$ cat src/rtl/fsba_pkg.sv
// Package for the frame slot bump allocator: sizes, codes, beat and control types.
package fsba_pkg;

	// Slot layout
	localparam int QUEUES     = 4;
	localparam int MAX_FRAMES = 4;
	localparam int SLOTS      = MAX_FRAMES * QUEUES;
	localparam int SLOT_W     = (SLOTS > 1) ? $clog2(SLOTS) : 1;

	// Capacity registers: four upload, then four readback
	localparam int CAP_REGS  = 8;
	localparam int CAP_IDX_W = 3;
	localparam int PADDR_W   = 5;
	localparam int PDATA_W   = 32;

	// Divider width and width of its step counter
	localparam int DIV_W = 32;
	localparam int CNT_W = $clog2(DIV_W + 1);

	// Operation codes
	localparam logic OP_ALLOC = 1'b0;
	localparam logic OP_FRAME = 1'b1;

	// Status codes
	localparam logic [1:0] STAT_OK      = 2'd0;
	localparam logic [1:0] STAT_NOSPACE = 2'd1;
	localparam logic [1:0] STAT_UNSUP   = 2'd2;

	typedef struct packed {
		logic        operation;
		logic [1:0]  frame;
		logic [1:0]  queue;
		logic        upload;
		logic        heap_dynamic;
		logic [31:0] req_size;
		logic [31:0] block_size;
		logic [31:0] offset_align;
	} in_beat_t;

	typedef struct packed {
		logic [1:0]  status;
		logic [31:0] slot_offset;
		logic [31:0] granted_size;
	} out_beat_t;

	// Request to and response from the shared remainder unit
	typedef struct packed {
		logic             start;
		logic [DIV_W-1:0] dividend;
		logic [DIV_W-1:0] divisor;
	} div_req_t;

	typedef struct packed {
		logic             done;
		logic [DIV_W-1:0] rem;
	} div_rsp_t;

	typedef enum logic [2:0] {
		ST_IDLE,
		ST_LOAD,
		ST_CHECK,
		ST_DIV1,
		ST_ALIGN,
		ST_DIV2,
		ST_GRANT,
		ST_REPLY
	} state_t;

endpackage

$ cat src/rtl/fsba_div.sv
// Restoring remainder unit, one quotient bit per cycle, shared by both alignment steps.
module fsba_div
	import fsba_pkg::*;
(
	input  logic     clk,
	input  logic     arst_n,
	input  div_req_t req,
	output div_rsp_t rsp
);

	logic [DIV_W-1:0] rem_q;
	logic [DIV_W-1:0] dvd_q;
	logic [DIV_W-1:0] dvs_q;
	logic [CNT_W-1:0] cnt_q;
	logic             busy_q;
	logic             done_q;

	logic [DIV_W:0] trial;
	logic [DIV_W:0] trial_sub;
	logic           fits;

	// One shift-subtract step
	assign trial     = {rem_q, dvd_q[DIV_W-1]};
	assign trial_sub = trial - {1'b0, dvs_q};
	assign fits      = trial >= {1'b0, dvs_q};

	// Step control
	always_ff @(posedge clk or negedge arst_n) begin
		if (!arst_n) begin
			cnt_q  <= '0;
			busy_q <= 1'b0;
			done_q <= 1'b0;
		end else begin
			done_q <= 1'b0;
			if (req.start) begin
				cnt_q  <= CNT_W'(DIV_W);
				busy_q <= 1'b1;
			end else if (busy_q) begin
				cnt_q <= cnt_q - CNT_W'(1);
				if (cnt_q == CNT_W'(1)) begin
					busy_q <= 1'b0;
					done_q <= 1'b1;
				end
			end
		end
	end

	// Partial remainder and dividend shifter
	always_ff @(posedge clk) begin
		if (req.start) begin
			rem_q <= '0;
			dvd_q <= req.dividend;
			dvs_q <= req.divisor;
		end else if (busy_q) begin
			rem_q <= fits ? trial_sub[DIV_W-1:0] : trial[DIV_W-1:0];
			dvd_q <= {dvd_q[DIV_W-2:0], 1'b0};
		end
	end

	assign rsp.done = done_q;
	assign rsp.rem  = rem_q;

endmodule

$ cat src/rtl/frame_slot_bump_allocator.sv
// Top level of the frame slot bump allocator: registers, slot fills, sequencer.
//
//  channel  | handshake                   | payload
//  ---------+-----------------------------+---------------------
//  in       | in_valid / in_stall         | in_data  (in_beat_t)
//  out      | out_valid / out_stall       | out_data (out_beat_t)
//  config   | psel penable pwrite pready  | paddr pwdata prdata
//
// An allocate beat that reaches the grant step passes idle, load, check, a remainder run
// on the one shared divider, align, a second remainder run, grant and reply. Next-frame,
// dynamic-heap and out-of-range beats go from load straight to reply; a failed fit check
// replies from the check step, an offset past capacity from the align step.
// Reset clears the capacity registers and every slot fill at once.
// in_stall is high while a beat is in work; the reply step waits while out_stall holds back
// an earlier result, and the next beat is taken once the reply is in the output register.
module frame_slot_bump_allocator
	import fsba_pkg::*;
(
	input  logic               clk,
	input  logic               arst_n,
	input  logic               psel,
	input  logic               penable,
	input  logic               pwrite,
	input  logic [PADDR_W-1:0] paddr,
	input  logic [PDATA_W-1:0] pwdata,
	output logic [PDATA_W-1:0] prdata,
	output logic               pready,
	input  logic               in_valid,
	output logic               in_stall,
	input  in_beat_t           in_data,
	output logic               out_valid,
	input  logic               out_stall,
	output out_beat_t          out_data
);

	state_t state_q, state_d;

	logic [31:0] cap_q [CAP_REGS];
	logic [31:0] fill_up_q [SLOTS];
	logic [31:0] fill_rb_q [SLOTS];

	// Work registers for the beat in hand
	logic        op_q;
	logic [1:0]  frame_q;
	logic [1:0]  queue_q;
	logic        up_q;
	logic        dyn_q;
	logic [31:0] req_q;
	logic [31:0] blk_q;
	logic [31:0] align_q;
	logic [31:0] fill_q;
	logic [31:0] cap_sel_q;
	logic [32:0] off_q;
	logic [31:0] diff_q;
	logic [31:0] room_q;
	logic [31:0] grant_q;
	logic [1:0]  status_q;

	logic        out_valid_q;
	out_beat_t   out_q;

	div_req_t div_req;
	div_rsp_t div_rsp;

	logic               cfg_wr;
	logic [SLOT_W-1:0]  slot_idx;
	logic [CAP_IDX_W-1:0] cap_idx;
	logic               frame_ok;
	logic               queue_ok;
	logic               fits_blk;
	logic [32:0]        off_calc;
	logic [31:0]        grant_calc;
	logic               out_free;
	logic               set_status;
	logic [1:0]         status_d;

	// Configuration port
	assign pready = 1'b1;
	assign cfg_wr = psel && penable && pwrite && pready;
	assign prdata = cap_q[paddr[PADDR_W-1:2]];

	always_ff @(posedge clk or negedge arst_n) begin
		if (!arst_n) begin
			for (int i = 0; i < CAP_REGS; i++) cap_q[i] <= '0;
		end else if (cfg_wr) begin
			cap_q[paddr[PADDR_W-1:2]] <= pwdata;
		end
	end

	// Slot selection
	assign frame_ok = 32'(frame_q) < MAX_FRAMES;
	assign queue_ok = 32'(queue_q) < QUEUES;
	assign slot_idx = SLOT_W'(32'(frame_q) * QUEUES + 32'(queue_q));
	assign cap_idx  = {~up_q, queue_q};

	// Arithmetic on the current step
	assign fits_blk   = ({1'b0, fill_q} + {1'b0, blk_q}) <= {1'b0, cap_sel_q};
	assign off_calc   = (div_rsp.rem == '0) ? {1'b0, fill_q}
	                  : {1'b0, fill_q} + {1'b0, align_q - div_rsp.rem};
	assign grant_calc = (req_q < room_q) ? req_q : room_q;
	assign out_free   = !out_valid_q || !out_stall;

	// Sequencer
	always_comb begin
		state_d          = state_q;
		div_req.start    = 1'b0;
		div_req.dividend = fill_q;
		div_req.divisor  = align_q;
		set_status       = 1'b0;
		status_d         = STAT_OK;
		unique case (state_q)
			ST_IDLE: begin
				if (in_valid) state_d = ST_LOAD;
			end
			ST_LOAD: begin
				set_status = 1'b1;
				if (op_q == OP_FRAME) begin
					status_d = STAT_OK;
					state_d  = ST_REPLY;
				end else if (dyn_q) begin
					status_d = STAT_UNSUP;
					state_d  = ST_REPLY;
				end else if (!frame_ok || !queue_ok) begin
					status_d = STAT_NOSPACE;
					state_d  = ST_REPLY;
				end else begin
					state_d = ST_CHECK;
				end
			end
			ST_CHECK: begin
				if (!fits_blk) begin
					set_status = 1'b1;
					status_d   = STAT_NOSPACE;
					state_d    = ST_REPLY;
				end else begin
					div_req.start = 1'b1;
					state_d       = ST_DIV1;
				end
			end
			ST_DIV1: begin
				if (div_rsp.done) state_d = ST_ALIGN;
			end
			ST_ALIGN: begin
				div_req.dividend = diff_q;
				div_req.divisor  = blk_q;
				if (off_q > {1'b0, cap_sel_q}) begin
					set_status = 1'b1;
					status_d   = STAT_NOSPACE;
					state_d    = ST_REPLY;
				end else begin
					div_req.start = 1'b1;
					state_d       = ST_DIV2;
				end
			end
			ST_DIV2: begin
				if (div_rsp.done) state_d = ST_GRANT;
			end
			ST_GRANT: begin
				set_status = 1'b1;
				status_d   = (grant_calc == '0) ? STAT_NOSPACE : STAT_OK;
				state_d    = ST_REPLY;
			end
			ST_REPLY: begin
				if (out_free) state_d = ST_IDLE;
			end
			default: state_d = ST_IDLE;
		endcase
	end

	always_ff @(posedge clk or negedge arst_n) begin
		if (!arst_n) state_q <= ST_IDLE;
		else         state_q <= state_d;
	end

	assign in_stall = state_q != ST_IDLE;

	// Datapath work registers
	always_ff @(posedge clk) begin
		if (state_q == ST_IDLE && in_valid) begin
			op_q    <= in_data.operation;
			frame_q <= in_data.frame;
			queue_q <= in_data.queue;
			up_q    <= in_data.upload;
			dyn_q   <= in_data.heap_dynamic;
			req_q   <= in_data.req_size;
			blk_q   <= (in_data.block_size == '0) ? 32'd1 : in_data.block_size;
			align_q <= (in_data.offset_align == '0) ? 32'd1 : in_data.offset_align;
		end
		if (state_q == ST_LOAD) begin
			fill_q    <= up_q ? fill_up_q[slot_idx] : fill_rb_q[slot_idx];
			cap_sel_q <= cap_q[cap_idx];
		end
		if (state_q == ST_DIV1 && div_rsp.done) begin
			off_q  <= off_calc;
			diff_q <= cap_sel_q - off_calc[31:0];
		end
		if (state_q == ST_DIV2 && div_rsp.done) begin
			room_q <= diff_q - div_rsp.rem;
		end
		if (state_q == ST_GRANT) begin
			grant_q <= grant_calc;
		end
		if (set_status) begin
			status_q <= status_d;
		end
	end

	// Slot fills: bump on a grant, clear a whole frame on next-frame
	always_ff @(posedge clk or negedge arst_n) begin
		if (!arst_n) begin
			for (int i = 0; i < SLOTS; i++) begin
				fill_up_q[i] <= '0;
				fill_rb_q[i] <= '0;
			end
		end else if (state_q == ST_REPLY && out_free) begin
			if (op_q == OP_FRAME) begin
				if (frame_ok) begin
					for (int q = 0; q < QUEUES; q++) begin
						fill_up_q[SLOT_W'(32'(frame_q) * QUEUES + q)] <= '0;
						fill_rb_q[SLOT_W'(32'(frame_q) * QUEUES + q)] <= '0;
					end
				end
			end else if (!dyn_q && status_q == STAT_OK) begin
				if (up_q) fill_up_q[slot_idx] <= off_q[31:0] + grant_q;
				else      fill_rb_q[slot_idx] <= off_q[31:0] + grant_q;
			end
		end
	end

	// Shared remainder unit
	fsba_div u_div (
		.clk    (clk),
		.arst_n (arst_n),
		.req    (div_req),
		.rsp    (div_rsp)
	);

	// Output register
	always_ff @(posedge clk or negedge arst_n) begin
		if (!arst_n) begin
			out_valid_q <= 1'b0;
		end else if (state_q == ST_REPLY && out_free) begin
			out_valid_q <= 1'b1;
		end else if (!out_stall) begin
			out_valid_q <= 1'b0;
		end
	end

	always_ff @(posedge clk) begin
		if (state_q == ST_REPLY && out_free) begin
			out_q.status <= status_q;
			if (op_q == OP_ALLOC && status_q == STAT_OK) begin
				out_q.slot_offset  <= off_q[31:0];
				out_q.granted_size <= grant_q;
			end else begin
				out_q.slot_offset  <= '0;
				out_q.granted_size <= '0;
			end
		end
	end

	assign out_valid = out_valid_q;
	assign out_data  = out_q;

	// Checks
	a_fail_zero: assert property (@(posedge clk) disable iff (!arst_n)
		out_valid && out_data.status != STAT_OK
		|-> out_data.granted_size == '0 && out_data.slot_offset == '0)
		else $error("failed beat carries a grant");

	a_div_start: assert property (@(posedge clk) disable iff (!arst_n)
		div_req.start |-> (state_q == ST_CHECK || state_q == ST_ALIGN))
		else $error("divider started outside an alignment step");

	a_reply_src: assert property (@(posedge clk) disable iff (!arst_n)
		$rose(out_valid) |-> $past(state_q == ST_REPLY))
		else $error("result raised without a reply step");

	a_one_beat: assert property (@(posedge clk) disable iff (!arst_n)
		in_valid && !in_stall |=> in_stall)
		else $error("second beat taken while one is in work");

endmodule

$ cat config.mk
export PLATFORM = sky130hd
export DESIGN_NAME = frame_slot_bump_allocator
export DESIGN_NICKNAME = d
export VERILOG_FILES = /design/src/rtl/fsba_pkg.sv /design/src/rtl/fsba_div.sv /design/src/rtl/frame_slot_bump_allocator.sv
export SDC_FILE = /design/constraint.sdc
export NUM_CORES = 2
export LEC_CHECK = 0
export BUFFER_PORTS_ARGS = -buffer_cell sky130_fd_sc_hd__clkbuf_2
export CAP_MARGIN = 20
export CELL_PAD_IN_SITES_DETAIL_PLACEMENT = 0
export CELL_PAD_IN_SITES_GLOBAL_PLACEMENT = 1
export CORE_MARGIN = 3
export CORE_UTILIZATION = 45
export DETAILED_ROUTE_END_ITERATION = 6
export GPL_TIMING_DRIVEN = 0
export HOLD_SLACK_MARGIN = 0.03
export MAX_ROUTING_LAYER = met4
export PLACE_DENSITY = 0.72
export SLEW_MARGIN = 10
export SYNTH_ARGS = -nofsm -noshare
export SYNTH_HDL_FRONTEND = slang
export SYNTH_SLANG_ARGS = --single-unit
export TNS_END_PERCENT = 1
$ cat constraint.sdc
create_clock -name clk -period 9.1 [get_ports clk]
set_input_delay 1.82 -clock clk [delete_from_list [all_inputs] [get_ports clk]]
set_output_delay 1.82 -clock clk [all_outputs]
set_load 0.05 [all_outputs]
### Word-level counts from Yosys, hierarchy flattened

Cells that the tools add are included.

* word-level logic and storage cells: 234
* output and inout bits: 101
* register bits: 1752

* reductions and logical operators: 32
* eq/ne operators: 14
* bitwise gates (word level): 21
* muxes and demuxes: 71
* order comparisons: 17
* add/sub/neg operators: 12

Operators with widths (count)
* AND 512 bit: 8
* 2-to-1 mux 512 bit: 6
* NOT 512 bit: 4
* bitwise mux 512 bit: 2
* demux 32 bit (select 4 bit): 5
* 2-to-1 mux 32 bit: 20
* binary-select mux 32 bit (select 4 bit): 2
* bitwise mux 256 bit: 1
* binary-select mux 32 bit (select 3 bit): 2
* zero test 32 bit: 4
* subtractor 32 bit: 4
* demux 32 bit (select 3 bit): 1
* adder 32 x 32 -> 33 bit: 2
* 2-to-1 mux 64 bit: 1
* greater-or-equal comparator 33 x 32 -> 1 bit: 1
* greater-than comparator 33 x 32 -> 1 bit: 1
* less-or-equal comparator 33 x 32 -> 1 bit: 1
* adder 32 bit: 1
* < comparator 32 bit: 1
* greater-or-equal comparator 5 bit, second input constant: 5
* < comparator 5 x 1 -> 1 bit, second input constant: 5
* NOT 4 -> 5 bit: 5
* case mux 3 bit (8 select lines): 1
* 2-to-1 mux 3 bit: 7
* 30 further kinds: 77

### Logic depth before layout (Yosys ltp)

* depth in word-level cells: 11
* gate-level depth with buffers: 37
* mapped depth without buffers: 37

### By module

From an unflattened synthesis, not the netlist that was laid out.

* cell total of the unflattened synthesis: 6819
* area total of the unflattened synthesis: 88023.2 µm²

By module, submodules not included
* frame_slot_bump_allocator: instances 1, sequential area each 43061.3 µm², area an instance 81832.2 µm², cells an instance 6217
* fsba_div: instances 1, sequential area each 2762.6 µm², area an instance 6190.9 µm², cells an instance 602

### Worst setup path after synthesis

Ideal clock, no wire load.

* kind: input-to-reg
* start point: input port out_stall
* end point: register fill_rb_q[385] in the netlist's numbering
* setup slack: 1.656 ns
* stages: 6
* data arrival time: 7.323 ns
* cell sequence: a21oi_1 o21ai_1 nor3_1 nand2_1 clkbuf_1 a22o_1

* cells in the longest elaborated chain, start to end: 4

RTL lines
* start, declared: RTL line frame_slot_bump_allocator.sv:32 `input logic out_stall,`
* zero test 1 bit
* logical OR 1 bit: RTL line frame_slot_bump_allocator.sv:101 `assign out_free = !out_valid_q || !out_stall;`
* logical AND 1 bit: RTL line frame_slot_bump_allocator.sv:215 `end else if (state_q == ST_REPLY && out_free) begin`
* AND reduction 3 bit (no source line)
* end signal, assigned by index: RTL line frame_slot_bump_allocator.sv:225 `else fill_rb_q[slot_idx] <= off_q[31:0] + grant_q;`
* end, declared: RTL line frame_slot_bump_allocator.sv:40 `logic [31:0] fill_rb_q [SLOTS];`

No other way between the ends.
A chain may end at the register's enable or synchronous reset.

### Worst setup path in the final report

* start point: register fill_q[1]
* end point: register u_div.dvd_q[0] (enable)

* cells in the longest elaborated chain, start to end: 5

RTL lines
* start, declared: RTL line frame_slot_bump_allocator.sv:51 `logic [31:0] fill_q;`
* start signal, assigned: RTL line frame_slot_bump_allocator.sv:190 `fill_q <= up_q ? fill_up_q[slot_idx] : fill_rb_q[slot_idx];`
* adder 32 x 32 -> 33 bit: RTL line frame_slot_bump_allocator.sv:97 `assign fits_blk = ({1'b0, fill_q} + {1'b0, blk_q}) <= {1'b0, cap_sel_q};`
* less-or-equal comparator 33 x 32 -> 1 bit: RTL line frame_slot_bump_allocator.sv:97
* 2-to-1 mux 1 bit: RTL line frame_slot_bump_allocator.sv:131 `if (!fits_blk) begin`
* case mux 1 bit (2 select lines): RTL line frame_slot_bump_allocator.sv:111 `unique case (state_q)`
* nonzero test 2 bit (no source line)
* end signal, assigned: RTL line fsba_div.sv:52 `dvd_q <= req.dividend;`
* end signal, assigned: RTL line fsba_div.sv:56 `dvd_q <= {dvd_q[DIV_W-2:0], 1'b0};`
* end, declared: RTL line fsba_div.sv:12 `logic [DIV_W-1:0] dvd_q;`

No other way between the ends.

==> results.json <==
{
  "r2r_setup_slack_ns": 0.76,
  "place_congestion": 0.925,
  "syn-num-nets": 7264,
  "die_area_um2": 200000,
  "synth_warnings": 0,
  "worst_setup_path_end_kind": "register",
  "leakagePower_nw": 43.0,
  "drcViolationCount": 0,
  "fp.dieW_um": 447,
  "r2r_end": "u_div.dvd_q[0]",
  "cts_hold_buffers": 0,
  "finalCritPeriodShare_pct": 91.6,
  "worstPathArrival_ns": 8.78,
  "cpPeakStageDelay_ns": 0.81,
  "cts_buffers": 190,
  "wl_per_cell_um": 29.0,
  "dp_hpwl_um": 228000,
  "async_reset_ff_share_pct": 73.7,
  "grt_max_degree": 104,
  "vias": 61600,
  "core_um2": 193000,
  "area_growth_pct": 13.7,
  "finalSetupViolCount": 0,
  "clkTransAtPathRegs_ns": 0.06,
  "htree_levels": 4,
  "synthCells": 6800,
  "r2r_cells": 23,
  "cap_violations": 0,
  "slowest_stage": "or2_2",
  "worstSkewPairLatency_ns": 0.87,
  "skew_ns": 0.0612,
  "clock_sinks": 1752,
  "grt_pass1_wl_um": 423000,
  "synth_ff_type": "dfrtp_1",
  "syn_avg_cell_area_um2": 12.9,
  "synth-seq-cells": 1752,
  "cp_max_fo": 32,
  "final_common_cell": "dfrtp_1",
  "slew_viol_final": 0,
  "synth.distinct_cells": 84,
  "slew_headroom_pct": 17.5,
  "seq_area_frac_synth_pct": 52.4,
  "hold_end": "fill_rb_q[446]",
  "dieHeight_um": 447,
  "max_freq_mhz": 120,
  "vias_per_cell": 6.17,
  "ctsResizeCount": 0,
  "grt_pass1_vias": 63700,
  "hold_viol": 0,
  "crit_chain": "ha_1, a21o_1, a21oi_1, o21bai_1, a21oi_1, o21bai_1, a21oi_1, o21ai_0, a221oi_1, a211oi_1, nor3_1, o21bai_1, a21oi_1, xnor2_1, ha_1, nand4_1, or4_1, o21ai_0, o221ai_1, a21o_1, o2bb2ai_2, clkbuf_1, or2_2",
  "drtAntennaViolNets": 0,
  "power_mw": 34.3,
  "grt_setup_unrepaired": "false",
  "crit_path_frequent_cell": "a21oi_1",
  "cts_tree": "built",
  "min_path_type": "register to register",
  "drt_iter0_drc": 4986,
  "routed_wl_um": 290000,
  "grt-ovfl-total": 0,
  "worstHoldStart": "fill_rb_q[446]",
  "port_buffers": 242,
  "finalSetupTns_ns": 0,
  "fin_nets": 7753,
  "start_util_pct": 45.4,
  "hold_path_depth": 2,
  "cts_setup_buffers": 0,
  "rows": 161,
  "synth_edf_count": 428,
  "crit-reg2reg-launch": "fill_q[1]",
  "firstDrtPassIters": 6,
  "cts_root_buf": "clkbuf_16",
  "grt.total_usage_pct": 29.7,
  "max_slew.worst_pin.slew_ns": 1.24,
  "critPathLaunchType": "register",
  "mostFrequentLayoutCells": "1,292 x dfrtp_1, 960 x a22o_1, 543 x clkbuf_1",
  "powerDensity_nw_per_um2": 345,
  "required_ns": 9.54,
  "drive_gt1_share_pct": 19.2,
  "period_needed_ns": 8.34,
  "status": "finished, final reports clean",
  "antenna_found_initial": 14,
  "critPathKind": "register to register",
  "syn_area_um2": 87500,
  "ioPinCount": 248,
  "ir_drop_uv": 219,
  "clockBufferDepth": 3
}
critical path: cells and delay by family (launching register included):
family	cells	cell delay [ns]
AOI/OAI and AO/OA	15	4.16
buffers and inverters	1	0.75
adders and majority gates	2	0.66
xor gates and xnor gates	1	0.15
and+or+nand+nor	4	1.63
DFF	1	0.54
cells in the mapped netlist (11+ instances only):
library cell / n / area share, %
a211oi_1: 47 / 0.40
a21boi_0: 11 / 0.094
a21o_1: 117 / 1.0
a21oi_1: 243 / 1.4
a22o_1: 960 / 9.6
a22oi_1: 131 / 1.1
a31oi_1: 20 / 0.14
and2_1: 73 / 0.52
and3_1: 22 / 0.16
buf_1: 52 / 0.22
clkbuf_1: 511 / 2.2
dfrtp_1: 1292 / 37
dfxtp_1: 32 / 0.73
edfxtp_1: 428 / 15
ha_1: 310 / 4.4
inv_1: 238 / 1.0
mux2_2: 385 / 5.0
mux2i_1: 46 / 0.53
mux4_2: 384 / 9.9
nand2_1: 267 / 1.1
nand2b_1: 40 / 0.29
nand3_1: 41 / 0.23
nand4_1: 74 / 0.53
nor2_1: 272 / 1.2
nor2b_1: 42 / 0.30
nor3_1: 53 / 0.30
nor3b_1: 13 / 0.11
nor4_1: 47 / 0.34
o211ai_1: 14 / 0.12
o21a_1: 29 / 0.25
o21ai_0: 187 / 1.1
o21bai_1: 43 / 0.37
or2_2: 18 / 0.13
or3_1: 21 / 0.15
xnor2_1: 139 / 1.4
xor2_1: 57 / 0.57
worst max path at each step:
| stage | startpoint | endpoint | slack, ns |
|---|---|---|---|
| global placement | arst_n | u_div.cnt_q[0] | -24.91 |
| finish | fill_q[1] | u_div.dvd_q[0] | 0.76 |
| CTS | fill_q[1] | u_div.dvd_q[0] | 0.75 |
| global route | fill_q[1] | u_div.dvd_q[19] | 0.29 |
| floorplan | out_stall | fill_rb_q[385] | 1.66 |
| detailed placement | fill_q[1] | u_div.dvd_q[0] | 0.77 |
routing by layer:
metal | routed length, um | vias up | track usage, %
met2 | 142000 | 1981 | 48.8
met4 | 16300 | 0 | 14.2
li1 | - | 27100 | -
met5 | 0 | - | -
met3 | 14200 | 551 | 3.78
met1 | 117000 | 31900 | 36.5
registers in the layout, summed over array words and instances, names as in the netlist, 33 cells and up:
| signal | flops |
|---|---|
| off_q | 33 |
| out_data | 66 |
| fill_rb_q | 512 |
| cap_q | 256 |
| fill_up_q | 512 |
kinds of logic after synthesis:
| group | Yosys count | synth area share (%) |
|---|---|---|
| fa+ha+maj | 320 | 4.63 |
| simple gates | 1014 | 5.68 |
| flops | 1752 | 52.4 |
| compound gates | 1896 | 16.5 |
| other cells | 1 | 0.00428 |
| mux | 815 | 15.4 |
| xor+xnor | 196 | 1.96 |
| buf+inv | 806 | 3.47 |
through the flow:
| step | hold WS [ns] | instances | setup slack [ns] | util (%) | instance area, um^2 |
|---|---|---|---|---|---|
| after floorplan | 0.445 | 6800 | 1.66 | - | 87500 |
| after global placement | 0.460 | 9568 | -24.91 | 47.6 | 91900 |
| after detailed placement | 0.466 | 9621 | 0.770 | 48.2 | 92900 |
| after CTS | 0.479 | 9972 | 0.749 | 51.5 | 99500 |
| after global routing | 0.499 | 9977 | 0.292 | 51.6 | 99500 |
| final | 0.478 | 9980 | 0.761 | 51.6 | 99500 |
area by class of cell:
cell class / instances / area, um^2
Antenna cell: 6 / 15.0
Buffer: 568 / 2150
Clock buffer: 261 / 5440
Clock inverter: 90 / 1070
Fill cell: 16800 / 93500
Inverter: 238 / 893
Multi-Input combinational cell: 4242 / 38700
Sequential cell: 1752 / 45800
Tap cell: 2526 / 3160
Timing Repair Buffer: 297 / 2200
where the power goes:
group	leakage [nW]	switching, mW	total [mW]	internal (mW)
Sequential	21.8	1.27	11.8	10.5
Clock	3.17	3.40	8.01	4.61
Combinational	18.1	8.54	14.5	5.99
Power figures use the tool's default switching activity.
